$ cat config.mk
export PLATFORM = sky130hd
export DESIGN_NAME = stack_with_remove_by_key_top
export DESIGN_NICKNAME = d
export VERILOG_FILES = /design/src/hdl/swrk_pkg.sv /design/src/hdl/stack_with_remove_by_key_top.sv /design/src/hdl/swrk_cell.sv /design/src/hdl/swrk_ctrl.sv
export VERILOG_INCLUDE_DIRS = /design/src /design/src/hdl
export SDC_FILE = /design/constraint.sdc
export NUM_CORES = 1
export LEC_CHECK = 0
export BUFFER_PORTS_ARGS = -buffer_cell sky130_fd_sc_hd__buf_2
export CORE_MARGIN = 2
export CORE_UTILIZATION = 30
export CTS_CLUSTER_DIAMETER = 150
export DETAILED_ROUTE_END_ITERATION = 8
export RECOVER_POWER = 50
export SLEW_MARGIN = 20
export SYNTH_ARGS = -nofsm -noshare
export SYNTH_HDL_FRONTEND = slang
export SYNTH_HIERARCHICAL = 1
export SYNTH_SLANG_ARGS = --single-unit
$ cat constraint.sdc
create_clock -name clk -period 9 [get_ports clk]
set_input_delay 0 -clock clk [delete_from_list [all_inputs] [get_ports clk]]
set_output_delay 0 -clock clk [all_outputs]
set_load 0.02 [all_outputs]
$ cat src/hdl/stack_with_remove_by_key_top_assert.svh
// Assertion macros of the stack with remove by key design, used by its controller.
`ifndef STACK_WITH_REMOVE_BY_KEY_TOP_ASSERT_SVH
`define STACK_WITH_REMOVE_BY_KEY_TOP_ASSERT_SVH

// Same-cycle implication, checked on clk, quiet while rst_n is low.
`define SWRK_ASSERT_IMP(lbl, ante, cons, msg) \
  lbl: assert property (@(posedge clk) disable iff (!rst_n) (ante) |-> (cons)) \
    else $error(msg);

// Next-cycle implication, checked on clk, quiet while rst_n is low.
`define SWRK_ASSERT_NXT(lbl, ante, cons, msg) \
  lbl: assert property (@(posedge clk) disable iff (!rst_n) (ante) |=> (cons)) \
    else $error(msg);

`endif

$ cat src/hdl/swrk_pkg.sv
// Shared types and constants for the stack with remove by key.
package swrk_pkg;

  localparam int DATA_W   = 32;
  localparam int STATUS_W = 2;
  localparam int OCC_W    = 5;

  // Request kinds.
  localparam logic REQ_PUSH   = 1'b0;
  localparam logic REQ_REMOVE = 1'b1;

  // Result status codes.
  localparam logic [STATUS_W-1:0] STAT_PUSHED    = 2'd0;
  localparam logic [STATUS_W-1:0] STAT_REMOVED   = 2'd1;
  localparam logic [STATUS_W-1:0] STAT_NOT_FOUND = 2'd2;
  localparam logic [STATUS_W-1:0] STAT_DROPPED   = 2'd3;

  // Strobes that the controller sends to every cell of the chain.
  typedef struct packed {
    logic cmp;    // Compare each held word with the key.
    logic prop;   // Move the match-above flag one cell down.
    logic shift;  // Close the gap left by the removed word.
  } cell_ctrl_t;

endpackage

$ cat src/hdl/stack_with_remove_by_key_top.sv
// Top level of the stack with remove by key: controller and a chain of DEPTH cells.
// Push: the result word is strobed after the push state; the next request is taken once busy drops.
// Remove: the match flag walks down the chain one cell per cycle, then the result comes
// from the finish state; busy drops as the result is strobed.
// Results are strobed for one cycle on out_valid; the receiver cannot stall.
// Synchronous active-low reset empties the stack at once; stored words are not cleared.
module stack_with_remove_by_key_top #(
  parameter int DEPTH = 16
) (
  input  logic                                 clk,
  input  logic                                 rst_n,
  input  logic                                 start,
  output logic                                 busy,
  input  logic                                 in_req_type,
  input  logic signed [swrk_pkg::DATA_W-1:0]   in_code,
  output logic                                 out_valid,
  output logic [swrk_pkg::STATUS_W-1:0]        out_status,
  output logic signed [swrk_pkg::DATA_W-1:0]   out_code_out,
  output logic [swrk_pkg::OCC_W-1:0]           out_occupancy
);

  localparam int CNTW = $clog2(DEPTH + 1);

  swrk_pkg::cell_ctrl_t         cell_ctrl;
  logic                         push_en;
  logic [CNTW-1:0]              count;
  logic [swrk_pkg::DATA_W-1:0]  key;
  logic                         found;
  logic [swrk_pkg::DATA_W-1:0]  data_w  [DEPTH];
  logic                         above_w [DEPTH];

  // Any hit in the chain has reached the bottom cell by the end of the sweep.
  assign found = above_w[0];

  swrk_ctrl #(
    .DEPTH (DEPTH)
  ) u_ctrl (
    .clk           (clk),
    .rst_n         (rst_n),
    .start         (start),
    .busy          (busy),
    .in_req_type   (in_req_type),
    .in_code       (in_code),
    .found         (found),
    .cell_ctrl     (cell_ctrl),
    .push_en       (push_en),
    .count         (count),
    .key           (key),
    .out_valid     (out_valid),
    .out_status    (out_status),
    .out_code_out  (out_code_out),
    .out_occupancy (out_occupancy)
  );

  // Cell i holds stack position i, bottom first; each reads the cell above it.
  for (genvar i = 0; i < DEPTH; i++) begin : g_cell
    logic                        valid;
    logic                        load;
    logic [swrk_pkg::DATA_W-1:0] up_data;
    logic                        above_in;

    assign valid = (CNTW'(i) < count);
    assign load  = push_en && (count == CNTW'(i));

    if (i == DEPTH - 1) begin : g_top
      assign up_data  = data_w[i];
      assign above_in = 1'b0;
    end else begin : g_mid
      assign up_data  = data_w[i+1];
      assign above_in = above_w[i+1];
    end

    swrk_cell u_cell (
      .clk       (clk),
      .ctrl      (cell_ctrl),
      .load      (load),
      .valid     (valid),
      .key       (key),
      .up_data   (up_data),
      .above_in  (above_in),
      .data      (data_w[i]),
      .above_out (above_w[i])
    );
  end

endmodule

$ cat src/hdl/swrk_cell.sv
// One cell of the stack chain: holds one word and its search flags.
module swrk_cell (
  input  logic                          clk,
  input  swrk_pkg::cell_ctrl_t          ctrl,
  input  logic                          load,
  input  logic                          valid,
  input  logic [swrk_pkg::DATA_W-1:0]   key,
  input  logic [swrk_pkg::DATA_W-1:0]   up_data,
  input  logic                          above_in,
  output logic [swrk_pkg::DATA_W-1:0]   data,
  output logic                          above_out
);

  logic [swrk_pkg::DATA_W-1:0] data_r;
  logic                        hit_r;
  logic                        above_r;

  // Stored word: loaded by a push, or taken from the cell above while closing the gap.
  // Only cells at or above the removed word have no match above them, so they shift.
  always_ff @(posedge clk) begin
    if (load) begin
      data_r <= key;
    end else if (ctrl.shift && !above_r) begin
      data_r <= up_data;
    end
  end

  // Search flags: local hit, and whether any cell above this one has a hit.
  always_ff @(posedge clk) begin
    if (ctrl.cmp) begin
      hit_r   <= valid && (data_r == key);
      above_r <= 1'b0;
    end else if (ctrl.prop) begin
      above_r <= above_in;
    end
  end

  assign data      = data_r;
  assign above_out = above_r | hit_r;

endmodule

$ cat src/hdl/swrk_ctrl.sv
// Request sequencer, entry counter and result registers of the stack.
`include "stack_with_remove_by_key_top_assert.svh"

module swrk_ctrl #(
  parameter int DEPTH = 16
) (
  input  logic                                 clk,
  input  logic                                 rst_n,
  input  logic                                 start,
  output logic                                 busy,
  input  logic                                 in_req_type,
  input  logic signed [swrk_pkg::DATA_W-1:0]   in_code,
  input  logic                                 found,
  output swrk_pkg::cell_ctrl_t                 cell_ctrl,
  output logic                                 push_en,
  output logic [$clog2(DEPTH+1)-1:0]           count,
  output logic [swrk_pkg::DATA_W-1:0]          key,
  output logic                                 out_valid,
  output logic [swrk_pkg::STATUS_W-1:0]        out_status,
  output logic signed [swrk_pkg::DATA_W-1:0]   out_code_out,
  output logic [swrk_pkg::OCC_W-1:0]           out_occupancy
);

  localparam int CNTW = $clog2(DEPTH + 1);
  localparam int PCW  = (DEPTH > 2) ? $clog2(DEPTH - 1) : 1;

  typedef enum logic [2:0] {
    S_IDLE,
    S_PUSH,
    S_CMP,
    S_PROP,
    S_FIN
  } state_t;

  state_t                       state_r;
  logic [CNTW-1:0]              count_r;
  logic [PCW-1:0]               prop_cnt_r;
  logic [swrk_pkg::DATA_W-1:0]  key_r;
  logic                         out_valid_r;
  logic [swrk_pkg::STATUS_W-1:0] out_status_r;
  logic [swrk_pkg::DATA_W-1:0]  out_code_r;
  logic [swrk_pkg::OCC_W-1:0]   out_occ_r;

  logic            full;
  logic            prop_last;
  logic [CNTW-1:0] count_inc;
  logic [CNTW-1:0] count_dec;

  assign full      = (count_r == CNTW'(DEPTH));
  assign prop_last = (prop_cnt_r == PCW'(DEPTH - 2));
  assign count_inc = count_r + 1'b1;
  assign count_dec = count_r - 1'b1;

  // Strobes to the cell chain follow the state.
  assign cell_ctrl.cmp   = (state_r == S_CMP);
  assign cell_ctrl.prop  = (state_r == S_PROP);
  assign cell_ctrl.shift = (state_r == S_FIN) && found;
  assign push_en         = (state_r == S_PUSH) && !full;

  // Sequencer with its counter and the registered result word.
  always_ff @(posedge clk) begin
    if (!rst_n) begin
      state_r     <= S_IDLE;
      count_r     <= '0;
      prop_cnt_r  <= '0;
      out_valid_r <= 1'b0;
    end else begin
      out_valid_r <= 1'b0;
      case (state_r)
        S_IDLE: begin
          if (start) begin
            key_r   <= in_code;
            state_r <= (in_req_type == swrk_pkg::REQ_PUSH) ? S_PUSH : S_CMP;
          end
        end
        S_PUSH: begin
          out_valid_r <= 1'b1;
          if (full) begin
            out_status_r <= swrk_pkg::STAT_DROPPED;
            out_code_r   <= '0;
            out_occ_r    <= swrk_pkg::OCC_W'(count_r);
          end else begin
            count_r      <= count_inc;
            out_status_r <= swrk_pkg::STAT_PUSHED;
            out_code_r   <= key_r;
            out_occ_r    <= swrk_pkg::OCC_W'(count_inc);
          end
          state_r <= S_IDLE;
        end
        S_CMP: begin
          prop_cnt_r <= '0;
          state_r    <= S_PROP;
        end
        S_PROP: begin
          prop_cnt_r <= prop_cnt_r + 1'b1;
          if (prop_last) begin
            state_r <= S_FIN;
          end
        end
        S_FIN: begin
          out_valid_r <= 1'b1;
          if (found) begin
            count_r      <= count_dec;
            out_status_r <= swrk_pkg::STAT_REMOVED;
            out_code_r   <= key_r;
            out_occ_r    <= swrk_pkg::OCC_W'(count_dec);
          end else begin
            out_status_r <= swrk_pkg::STAT_NOT_FOUND;
            out_code_r   <= '0;
            out_occ_r    <= swrk_pkg::OCC_W'(count_r);
          end
          state_r <= S_IDLE;
        end
        default: begin
          state_r <= S_IDLE;
        end
      endcase
    end
  end

  assign busy          = (state_r != S_IDLE);
  assign count         = count_r;
  assign key           = key_r;
  assign out_valid     = out_valid_r;
  assign out_status    = out_status_r;
  assign out_code_out  = out_code_r;
  assign out_occupancy = out_occ_r;

  // The entry count never passes the capacity.
  `SWRK_ASSERT_IMP(a_count_bound, 1'b1, count_r <= CNTW'(DEPTH), "entry count above capacity")
  // A result word appears only right after a push or a finished search.
  `SWRK_ASSERT_IMP(a_out_origin, out_valid_r,
    $past(state_r) == S_PUSH || $past(state_r) == S_FIN, "result without a request")
  // A removal takes exactly one entry out.
  `SWRK_ASSERT_IMP(a_remove_count, out_valid_r && out_status_r == swrk_pkg::STAT_REMOVED,
    count_r + 1'b1 == $past(count_r), "removal did not drop one entry")
  // The search sweep runs its full length before finishing.
  `SWRK_ASSERT_NXT(a_prop_len, state_r == S_PROP && !prop_last, state_r == S_PROP,
    "search sweep ended early")

endmodule
# Yosys cells after proc, flatten, opt, wreduce, memory -nomap -nowiden
# Index checks and enable logic that the tools add are counted.
# W data, S select, Z words.
# word_totals
regBits,627
input_bits,36
wordCells,262
# classes
addsub,3
n_lt_le_gt_ge,16
eq_ne,39
n_mux,45
bitwise_logic,15
reduce_logical,89
# op_table
op,count
$mux W32,32
$eq A32 B32 Y1,16
$pmux W32 S2,1
$logic_and A1 B1 Y1,49
$eq A5 B4 Y1 const B,8
$lt A4 B5 Y1 const A,8
$reduce_bool A2 Y1,17
$eq A5 B3 Y1 const B,4
$lt A3 B5 Y1 const A,4
$logic_not A1 Y1,16
$or A1 B1 Y1,15
$eq A5 B2 Y1 const B,2
$lt A1 B5 Y1 const A,2
$lt A2 B5 Y1 const A,2
$mux W5,2
$pmux W5 S2,1
$pmux W3 S3,1
$pmux W4 S2,1
$eq A3 B2 Y1 const B,2
$mux W2,3
$mux W3,2
$add A5 B1 Y5 const B,1
$eq A5 B1 Y1 const B,1
$eq A5 B5 Y1 const B,1
15 further kinds,16

# Logic depth before layout (Yosys ltp)
# Gate-level depths: netlist of the first run.
# depth
depth_word,5
ltp_mapped,9

# Modules after synthesis
# Netlist of the first run, hierarchy kept.
# modules_own_cells
module,instances,cells_per_inst,area_per_inst_um2
swrk_cell,16,119,1778.0
swrk_ctrl,1,211,3195.6
stack_with_remove_by_key_top,1,52,280.3

# Least setup slack after synthesis of the first run
# Ideal clock, no wire load.
# synth_path
path_kind,flip-flop to flip-flop
start,register u_ctrl.count_r[0] (netlist: u_ctrl/count[0])
end,"register g_cell[0].u_cell.data_r (netlist bit g_cell[0].u_cell/data[0]), enable pin"
t_arrival_ns,2.757
t_required_ns,8.612
slack_ns,5.855
path_stages_with_launch,10
n_path_buf,2
synth_period_minus_slack_ns,3.145
cell_sequence,dfxtp_1 > inv_1 > ha_1 > nand4bb_1 > and3_1 > or4b_4 > nor3_2 > buf_2 > buf_2 > a21o_1
# synth_via
elab_chain_cells,5
elab_cells_between_ends,6
# synth_rtl
element,line_no,rtl
"start, declared",swrk_ctrl.sv:36,logic [CNTW-1:0] count_r;
"start signal, assigned",swrk_ctrl.sv:83,count_r <= count_inc;
"start signal, assigned",swrk_ctrl.sv:103,count_r <= count_dec;
$eq A5 B5 Y1,swrk_ctrl.sv:49,assign full = (count_r == CNTW'(DEPTH));
$logic_not A1 Y1,swrk_ctrl.sv:58,assign push_en = (state_r == S_PUSH) && !full;
$logic_and A1 B1 Y1,swrk_ctrl.sv:58,
via push_en,stack_with_remove_by_key_top.sv:25,logic push_en;
$logic_and A1 B1 Y1,stack_with_remove_by_key_top.sv:63,assign load = push_en && (count == CNTW'(i));
via g_cell[0].load,stack_with_remove_by_key_top.sv:58,logic load;
$reduce_bool A2 Y1 (no line),--,
"end signal, assigned",swrk_cell.sv:22,data_r <= key;
"end signal, assigned",swrk_cell.sv:24,data_r <= up_data;
"end, declared",swrk_cell.sv:14,logic [swrk_pkg::DATA_W-1:0] data_r;
# The timed path passes the listed nets, and every way through them passes these cells.
# A chain may end at the register's enable or synchronous reset.

# Final worst setup path of the first run
# layout_path
start,register u_ctrl.count_r[0] (netlist: u_ctrl/count[0])
end,"register g_cell[0].u_cell.data_r (netlist bit g_cell[0].u_cell/data[17]), enable pin"
# The elaborated chain is that of the path after synthesis.

==> qor.yml, run 1 <==
status:
  run_status: "finished, violations left"
  failed_checks: "DRC, capacitance limit, slew limit"
worst_setup_path:
  critPathArrivalTime_ns: 5.00
  startpoint_type: "flop"
  worstPathMaxFanout: 33
  timing.critical_path.to_type: "flop"
  critPathRequiredTime_ns: 9.23
  critPathKind: "flop to flop"
  reg2reg_slack_ns: 4.23
routing:
  drt_pre_antenna_iters: 7
  drc: 2
  wl_per_cell_um: 20.4
  detail_route.vias_per_cell: 4.78
  postRouteWirelength_um: 76800
  detailroute.via_count: 17992
  drt.antenna.violating_nets: 0
  first_iter_violations: 1316
synth:
  synthTopCellsByArea: "edfxtp_1 56%, mux2_2 18%, xor2_1 14%, nor4_1 2.2%, dfxtp_1 1.8%"
  yosys.cell_count.top_type: "edfxtp_1"
  netlist_instances: 2167
  ys_seq_area_share_pct: 58.2
  syn_area_mm2: 0.0319
  postSynth.asyncResetShare_pct: 0
  number_of_warnings_printed_during_yosys_synthesis: 6
  ys_seq_elements: 628
  synthFlopType: "edfxtp_1"
  syn-num-nets: 2207
  netlist_top_cells_count: "599 x edfxtp_1, 512 x mux2_2, 498 x xor2_1"
  yosysUniqueCellTypes: 51
  syn_avg_cell_area_um2: 14.7
  yosys.area.top_type: "edfxtp_1"
  number_of_flops_mapped_to_enable_cells_by_yosys: 599
  synth_largest_type_area_fraction_pct: 56.3
power:
  vdd_ir_drop_max_mv: 0.116
  leakagePower_nw: 11.9
  fin_total_pwr_mw: 6.17
  power-per-cell-area_mw_per_mm2: 170
clocking:
  cts_num_sinks: 628
  worst_setup_hold_path_clk_slew_ns: 0.06
  htree_num_levels: 3
  postCtsSetupBuffers: 0
  cts_resized: 0
  tritoncts: "done"
  clkLatencyLatePin_ns: 0.61
  max-clock-path-buffers: 3
  cts-root-buf: "clkbuf_16"
  cts_hold_buffers: 36
  tritoncts.num_buffers: 68
floorplan:
  ios: 77
  placementRows: 119
  area_of_the_placeable_core_mm2: 0.105
  design.die.area_mm2: 0.109
  dieHeight_um: 330
  die_width_um: 330
  floorplan.initialDensity_pct: 30.3
timing:
  timing.final.crit_share_pct: 53.0
  worst_slew_margin_rel_pct: -106
  fmax_mhz: 210
  rsz0062_at_grt: "no"
  setup_viol: 0
  worstMarginPinSlew_ns: 3.08
  timing.clock.skew_ns: 0.0252
  drv_slew: 650
  tns_ns: 0
  hold_viol_final: 0
  finalCriticalPeriod_ns: 4.77
global_route:
  maximum_number_of_pins_on_one_net_before_global_route_repair: 40
  grt_antenna_before_repair: 4
  global_route_wire_length_before_repair_um: 116000
  grt_overflow_total: 0
  grt_usage_pct: 14.0
  first_global_vias: 19363
worst_hold_path:
  hold_path.class: "input port to flop"
final_layout:
  syn2layout_area_growth_pct: 13.8
  multi_input_area_mm2: 0.0128
  share_of_final_layout_standard_cells_stronger_than_drive_strength_1_pct: 29.8
  nets_finish: 2360
  layout.cell_area.non_filler_mm2: 0.0363
  final_util_pct: 34.5
  fillers: 10096
  ff_latch_area_mm2: 0.0186
placement:
  dpl.hpwl_um: 49100
  gp_routability_congestion: 0.817
  placed_area_mm2: 0.0341
  buffer_ports.inserted: 76
job:
  cap_viol_max_count: 19
layer usage:
layer | part of all wire, % | global-route usage [%]
met5 | 0 | 0
met4 | 1.8 | 3.52
met1 | 42 | 17.1
met3 | 4.4 | 2.42
met2 | 52 | 25.3
report_power, final:
group / switching, mW / leakage (nW) / internal [mW] / total (mW)
combinational: 0.189 / 5.25 / 0.0965 / 0.286
clock: 1.11 / 1.03 / 1.57 / 2.68
sequential: 0.0151 / 5.65 / 3.19 / 3.21
total: 1.31 / 11.9 / 4.86 / 6.17
worst max-delay path, cell delays in order (launching register included):
cell and delay, ns:
dfxtp_1 0.62, inv_1 0.13, ha_1 0.30, nand4bb_1 0.15, and3_1 0.23, or4b_1 0.65
nor3_1 0.30, clkbuf_1 1.28, a21o_2 0.71
state kept, by name, indices dropped and copies added, names as in the netlist:
| signal | flops |
|---|---|
| g_cell.u_cell/data | 512 |
| u_ctrl/key | 32 |
| u_ctrl/out_code_out | 32 |
| g_cell.u_cell/above_r | 16 |
| g_cell.u_cell/hit_r | 16 |
| u_ctrl/count | 5 |
| u_ctrl/out_occupancy | 5 |
| u_ctrl/prop_cnt_r | 4 |
| u_ctrl/state_r | 3 |
| u_ctrl/out_status | 2 |
| u_ctrl/out_valid | 1 |
worst paths after layout:
kind	startpoint	endpoint	cells past startpoint
worst max-delay path	u_ctrl/count[0]	g_cell[0].u_cell/data[17]	8
worst min-delay path	in_code[20]	u_ctrl/key[20]	2
worst max register to register	u_ctrl/count[0]	g_cell[0].u_cell/data[17]	8
worst min register to register	u_ctrl/prop_cnt_r[3]	u_ctrl/state_r[2]	2
metrics by stage:
step,setup slack [ns],std cells,hold slack [ns]
final,4.23,3762,0.103
after global routing,3.88,3760,0.0729
after CTS,4.93,3760,0.0628
after detailed placement,4.97,3605,0.178
after global placement,5.15,3605,0.176
after floorplan,5.85,2167,0.0989
layout by cell type (no fill, tap or decap), types with 6 or more instances in the layout:
cell type / synthesis / final
nand3_1: 36 / 36
and2_0: 0 / 30
clkbuf_16: 0 / 71
clkinv_2: 0 / 6
xnor2_1: 18 / 18
nor3_1: 24 / 37
inv_1: 24 / 25
a21oi_1: 10 / 10
xor2_1: 498 / 498
edfxtp_1: 599 / 599
clkbuf_1: 6 / 79
mux2_2: 512 / 502
dfxtp_1: 29 / 29
a21o_2: 0 / 16
clkinv_1: 0 / 13
mux2i_1: 17 / 17
nor2_1: 41 / 29
buf_4: 0 / 33
nand4_1: 18 / 18
o21ai_0: 8 / 8
dlygate4sd3_1: 0 / 36
nand2_1: 14 / 14
buf_2: 66 / 32
nand2b_1: 8 / 8
nor2_2: 1 / 13
mux2_1: 0 / 10
or2_2: 16 / 16
nor4_1: 112 / 112
layout make-up:
cell class / instances / area share [%]
Sequential cell: 628 / 51.1
Multi-Input combinational cell: 1436 / 35.3
Clock buffer: 92 / 5.13
Tap cell: 1391 / 4.79
Timing Repair Buffer: 161 / 2.74
Clock inverter: 27 / 0.685
Inverter: 25 / 0.258
Antenna cell: 2 / 0.0138
logic make-up after synthesis:
group           synth area share [%]
other cells                   0.0117
buf+inv                         1.53
mux                             18.6
fa+ha+maj                      0.157
simple gates                    6.23
xor+xnor                        14.2
compound gates                  1.16
flops                           58.2
No activity file was read; power rests on OpenSTA's default activity.
==> run 2: changes to the inputs <==
clock period = 4.29 ns   (was 9 ns; I/O delays follow)
==> run 2 against run 1 <==
  * The run still ends with DRC, capacitance limit, slew limit left
  * Combinational power is 100% higher
  * Non-clock buffer count rose by 31
  * Sequential power rose by 110%
  * Sequential cell count unchanged
  * Routed wire length is 5.8% lower
  * Global-route usage fell by 0.67 points
  * Worst setup slack got worse by 3.8 ns
  * Final area up 0.74%
  * First-iteration DRC count fell by 12%
  * Largest cell class unchanged
  * Highest routed layer unchanged
==> qor.yml, run 2 (synthesis gave the netlist of run 1 again) <==
timing:
  tns_ns: 0
  finalCriticalPeriod_ns: 3.83
  worstMarginPinSlew_ns: 2.57
  postLayoutSetupSlackWorst_ns: 0.462
  setup_viol: 0
  fmax_mhz: 261
  timing.final.crit_share_pct: 89.2
  rsz0062_at_grt: "no"
  worst_slew_margin_rel_pct: -72.0
  timing.clock.skew_ns: 0.0238
  drv_slew: 150
  hold_viol_final: 0
worst_setup_path:
  critical_path.endpoint: "g_cell[2].u_cell/data[5]"
  worstPathMaxFanout: 27
  worstReg2RegStart: "g_cell[0].u_cell/above_r"
  worst_reg2reg_path_endpoint: "g_cell[2].u_cell/data[5]"
  critPathKind: "flop to flop"
  critPathArrivalTime_ns: 4.09
  startpoint_type: "flop"
  startpoint: "g_cell[0].u_cell/above_r"
  critPathRequiredTime_ns: 4.56
  reg2reg_slack_ns: 0.46
  timing.critical_path.to_type: "flop"
  ff2ff_path_depth: 5
routing:
  first_iter_violations: 1152
  drt.antenna.violating_nets: 0
  drc: 2
  detailroute.via_count: 17869
  wl_per_cell_um: 19.1
  detail_route.vias_per_cell: 4.71
  drt_pre_antenna_iters: 9
  postRouteWirelength_um: 72300
final_layout:
  layout_common_cells: "599 x edfxtp_1, 510 x mux2_2, 498 x xor2_1"
  most_common_cell_after_layout_fill_and_taps_aside: "edfxtp_1"
  nets_finish: 2392
  share_of_final_layout_standard_cells_stronger_than_drive_strength_1_pct: 30.9
  ff_latch_area_mm2: 0.0186
  layout.cell_area.non_filler_mm2: 0.0366
  fillers: 10103
  number_of_flip_flops_under_the_largest_register_name: 512
  syn2layout_area_growth_pct: 14.7
  multi_input_area_mm2: 0.0128
power:
  power-per-cell-area_mw_per_mm2: 356
  share_seq_of_total_power_pct: 51.9
  leakagePower_nw: 12.2
  p_int_mw: 10.2
  clock_power_share_pct: 43.7
  p_sw_share_pct: 21.5
  switching_component_of_the_power_mw: 2.80
  share_comb_of_total_power_pct: 4.4
  vdd_ir_drop_max_mv: 0.252
  fin_total_pwr_mw: 13.0
worst_hold_path:
  hold_path.class: "input port to flop"
floorplan:
  floorplan.initialDensity_pct: 30.3
  die_width_um: 330
  placementRows: 119
  area_of_the_placeable_core_mm2: 0.105
  ios: 77
  dieHeight_um: 330
  design.die.area_mm2: 0.109
global_route:
  first_global_vias: 19171
  global_route_wire_length_before_repair_um: 113000
  grt_usage_pct: 13.3
  maximum_number_of_pins_on_one_net_before_global_route_repair: 40
  grt_antenna_before_repair: 3
  grt_overflow_total: 0
clocking:
  worst_setup_hold_path_clk_slew_ns: 0.06
  tritoncts: "done"
  max-clock-path-buffers: 3
  clkLatencyLatePin_ns: 0.61
  cts_resized: 0
  cts_num_sinks: 628
  postCtsSetupBuffers: 0
  htree_num_levels: 3
  cts-root-buf: "clkbuf_16"
  tritoncts.num_buffers: 69
status:
  run_status: "finished, violations left"
  failed_checks: "DRC, capacitance limit, slew limit"
placement:
  dp_slack_ns: 0.833
  dpl.hpwl_um: 48900
  buffer_ports.inserted: 76
  placed_area_mm2: 0.0343
  gp_routability_congestion: 0.793
job:
  cap_viol_max_count: 5
[run 2: area by class of cell]
| type | count | area share (%) |
|---|---|---|
| flip-flops and latches | 628 | 50.7 |
| multi-input cells | 1436 | 35.0 |
| clock buffers | 94 | 5.23 |
| well taps | 1391 | 4.75 |
| repair buffers | 192 | 3.43 |
| clock inverters | 27 | 0.625 |
| inverters | 25 | 0.256 |
| diodes | 1 | 0.00684 |
[run 2: per-stage QoR]
step	hold WS, ns	instances	util, %
floorplan	0.0989	2167	-
global placement	0.179	3635	32.6
detailed placement	0.178	3635	32.6
CTS	0.0511	3792	34.9
global route	0.0778	3793	34.7
finish	0.108	3794	34.7
[run 2: worst min-delay path by stage]
stage           startpoint  depth (start not counted)        endpoint
3_5_place_dp   in_code[13]                          1  u_ctrl/key[13]
3_3_place_gp   in_code[13]                          1  u_ctrl/key[13]
2_1_floorplan   in_code[0]                          0   u_ctrl/key[0]
6_report       in_code[18]                          2  u_ctrl/key[18]
5_1_grt        in_code[18]                          2  u_ctrl/key[18]
4_1_cts         in_code[9]                          2   u_ctrl/key[9]
[run 2: metal layers]
layer / global-route usage, % / vias up / routed length (um)
met5: 0 / - / 0
met4: 4.67 / 0 / 2140
met3: 3.05 / 119 / 3800
met2: 21.9 / 339 / 34400
met1: 17.1 / 8969 / 32000
li1: - / 8442 / -
[run 2: critical path, cell delays in order, from the launching register on]
cell and delay [ns]:
dfxtp_1 0.35, or2_2 0.22, nor4bb_1 1.11, clkbuf_1 0.93, a21o_1 0.43, buf_4 0.40
[run 2: timing repair]
action,CTS,global route
hold endpoints to repair,45,0
hold buffers,36,0
endpoints found under the setup margin,0,0
[run 2: power groups by stage]
stage	registers (mW)	logic, mW	clock network [mW]
2_1_floorplan	6.96	0.259	0
3_3_place_gp	6.88	0.529	0
3_5_place_dp	6.89	0.550	0
4_1_cts	6.76	0.578	5.85
5_1_grt	6.76	0.621	6.08
6_report	6.76	0.572	5.69
==> run 3: changes to the inputs <==
RECOVER_POWER = 25   (was 50)
==> run 3 against run 2 <==
  * The flow still finishes with violations (DRC, capacitance limit, slew limit)
  * Global-route usage stayed put
  * Sequential cell count stayed put
  * Power hardly changed
  * Utilization hardly changed
  * Final area is essentially flat
  * Cell count stayed put
  * Combinational power is essentially flat
  * Clock power about the same
  * Critical endpoint unchanged
==> qor.yml, run 3 (synthesis gave the netlist of run 1 again) <==
timing:
  hold_viol_final: 0
  post_route_hold_slack_ns: 0.106
  setup_viol: 0
  postLayoutSetupSlackWorst_ns: 0.488
  timing.clock.skew_ns: 0.0258
  fmax_mhz: 263
  worstMarginPinSlew_ns: 2.58
  rsz0062_at_grt: "no"
  tns_ns: 0
  finalCriticalPeriod_ns: 3.80
  worst_slew_margin_rel_pct: -72.6
  drv_slew: 150
  timing.final.crit_share_pct: 88.6
floorplan:
  dieHeight_um: 330
  ios: 77
  design.die.area_mm2: 0.109
  area_of_the_placeable_core_mm2: 0.105
  die_width_um: 330
  placementRows: 119
  floorplan.initialDensity_pct: 30.3
power:
  share_seq_of_total_power_pct: 51.9
  power-per-cell-area_mw_per_mm2: 355
  leakagePower_nw: 12.2
  fin_total_pwr_mw: 13.0
  vdd_ir_drop_max_mv: 0.252
  p_int_mw: 10.2
  clock_power_share_pct: 43.7
  share_comb_of_total_power_pct: 4.4
  p_sw_share_pct: 21.5
  switching_component_of_the_power_mw: 2.80
global_route:
  use_met1_pct: 17.1
  first_global_vias: 19171
  grt_overflow_total: 0
  top_usage_layer: "met2"
  global_route_wire_length_before_repair_um: 113000
  global_route.usage.met3_pct: 3.05
  grt_antenna_before_repair: 3
  met2_use_gr_pct: 21.9
  grt_usage_pct: 13.3
  maximum_number_of_pins_on_one_net_before_global_route_repair: 40
routing:
  drc: 2
  first_iter_violations: 1256
  wl_per_cell_um: 19.1
  detailroute.via_count: 17830
  drt.antenna.violating_nets: 0
  postRouteWirelength_um: 72300
  drt_pre_antenna_iters: 7
  detail_route.vias_per_cell: 4.70
worst_setup_path:
  timing.critical_path.buf_inv: 2
  critPathRequiredTime_ns: 4.55
  worst_reg2reg_path_endpoint: "g_cell[2].u_cell/data[5]"
  worstPathMaxFanout: 27
  critPathMaxStageDelay_ns: 1.09
  critPathKind: "flop to flop"
  critical_path.slowest_cell: "nor4bb_1"
  timing.critical_path.to_type: "flop"
  worstReg2RegStart: "g_cell[0].u_cell/above_r"
  startpoint_type: "flop"
  cp_top_family: "buffers and inverters"
  reg2reg_slack_ns: 0.49
  critPathArrivalTime_ns: 4.07
  cells_along_the_critical_path: "or2_2, nor4bb_1, clkbuf_1, a21o_1, buf_4"
  ff2ff_path_depth: 5
final_layout:
  layout.cell_area.non_filler_mm2: 0.0366
  share_of_final_layout_standard_cells_stronger_than_drive_strength_1_pct: 31.1
  most_common_cell_after_layout_fill_and_taps_aside: "edfxtp_1"
  post_layout_nonfiller_instances: 3794
  final_util_pct: 34.8
  number_of_flip_flops_under_the_largest_register_name: 512
  syn2layout_area_growth_pct: 14.8
  nets_finish: 2392
  layout_common_cells: "599 x edfxtp_1, 512 x mux2_2, 498 x xor2_1"
worst_hold_path:
  hold_path.class: "input port to flop"
  hp-start: "in_code[18]"
  whs_path_depth: 2
  hold_path_end: "u_ctrl/key[18]"
status:
  failed_checks: "DRC, capacitance limit, slew limit"
  run_status: "finished, violations left"
placement:
  gp_routability_congestion: 0.793
  buffer_ports.inserted: 76
  dp_cells: 3635
  placed_area_mm2: 0.0343
  dp_slack_ns: 0.833
  dpl.hpwl_um: 48900
clocking:
  worst_setup_hold_path_clk_slew_ns: 0.06
  tritoncts: "done"
  tritoncts.num_buffers: 69
  cts-root-buf: "clkbuf_16"
  clkLatencyLatePin_ns: 0.62
  postCtsSetupBuffers: 0
  htree_num_levels: 3
  cts_num_sinks: 628
  max-clock-path-buffers: 3
job:
  cap_viol_max_count: 5
==> run 3: how the worst max path moves through the flow <==
stage                              from                         end  slack, ns  depth (start not counted)
6_report       g_cell[0].u_cell/above_r    g_cell[2].u_cell/data[5]       0.49                          5
5_1_grt                 u_ctrl/count[0]             u_ctrl/count[0]       0.30                          6
4_1_cts                 u_ctrl/count[0]  g_cell[13].u_cell/data[27]       0.80                          9
3_5_place_dp            u_ctrl/count[0]  g_cell[13].u_cell/data[13]       0.83                          9
3_3_place_gp            u_ctrl/count[0]  g_cell[13].u_cell/data[11]       0.97                          9
2_1_floorplan           u_ctrl/count[0]    g_cell[0].u_cell/data[0]       1.14                          9
==> run 3: power by group through the flow <==
stage	Sequential, mW	Clock, mW	Combinational [mW]
final	6.76	5.69	0.571
after global placement	6.88	0	0.529
after global routing	6.76	6.08	0.621
after floorplan	6.96	0	0.259
after detailed placement	6.89	0	0.550
after CTS	6.76	5.85	0.578
==> run 3: area by class of cell <==
class	count	area (um^2)
clock buffer	94	1910
multi-input combinational	1436	12800
sequential	628	18600
fill	10094	68800
antenna	1	2.50
inverter	25	93.8
clock inverter	27	229
tap	1391	1740
timing repair buffer	192	1280
==> run 3: timing repair <==
item / 4_1_cts / 5_1_grt
resized for setup: 0 / 0
hold buffers: 36 / 0
hold endpoints to repair: 45 / 0
==> run 3: layer usage <==
layer	wire length [um]	vias up	part of all wire [%]
met2	34500	322	48
li1	-	8434	-
met3	3890	120	5.4
met4	2050	0	2.8
met1	31800	8954	44
met5	0	-	0
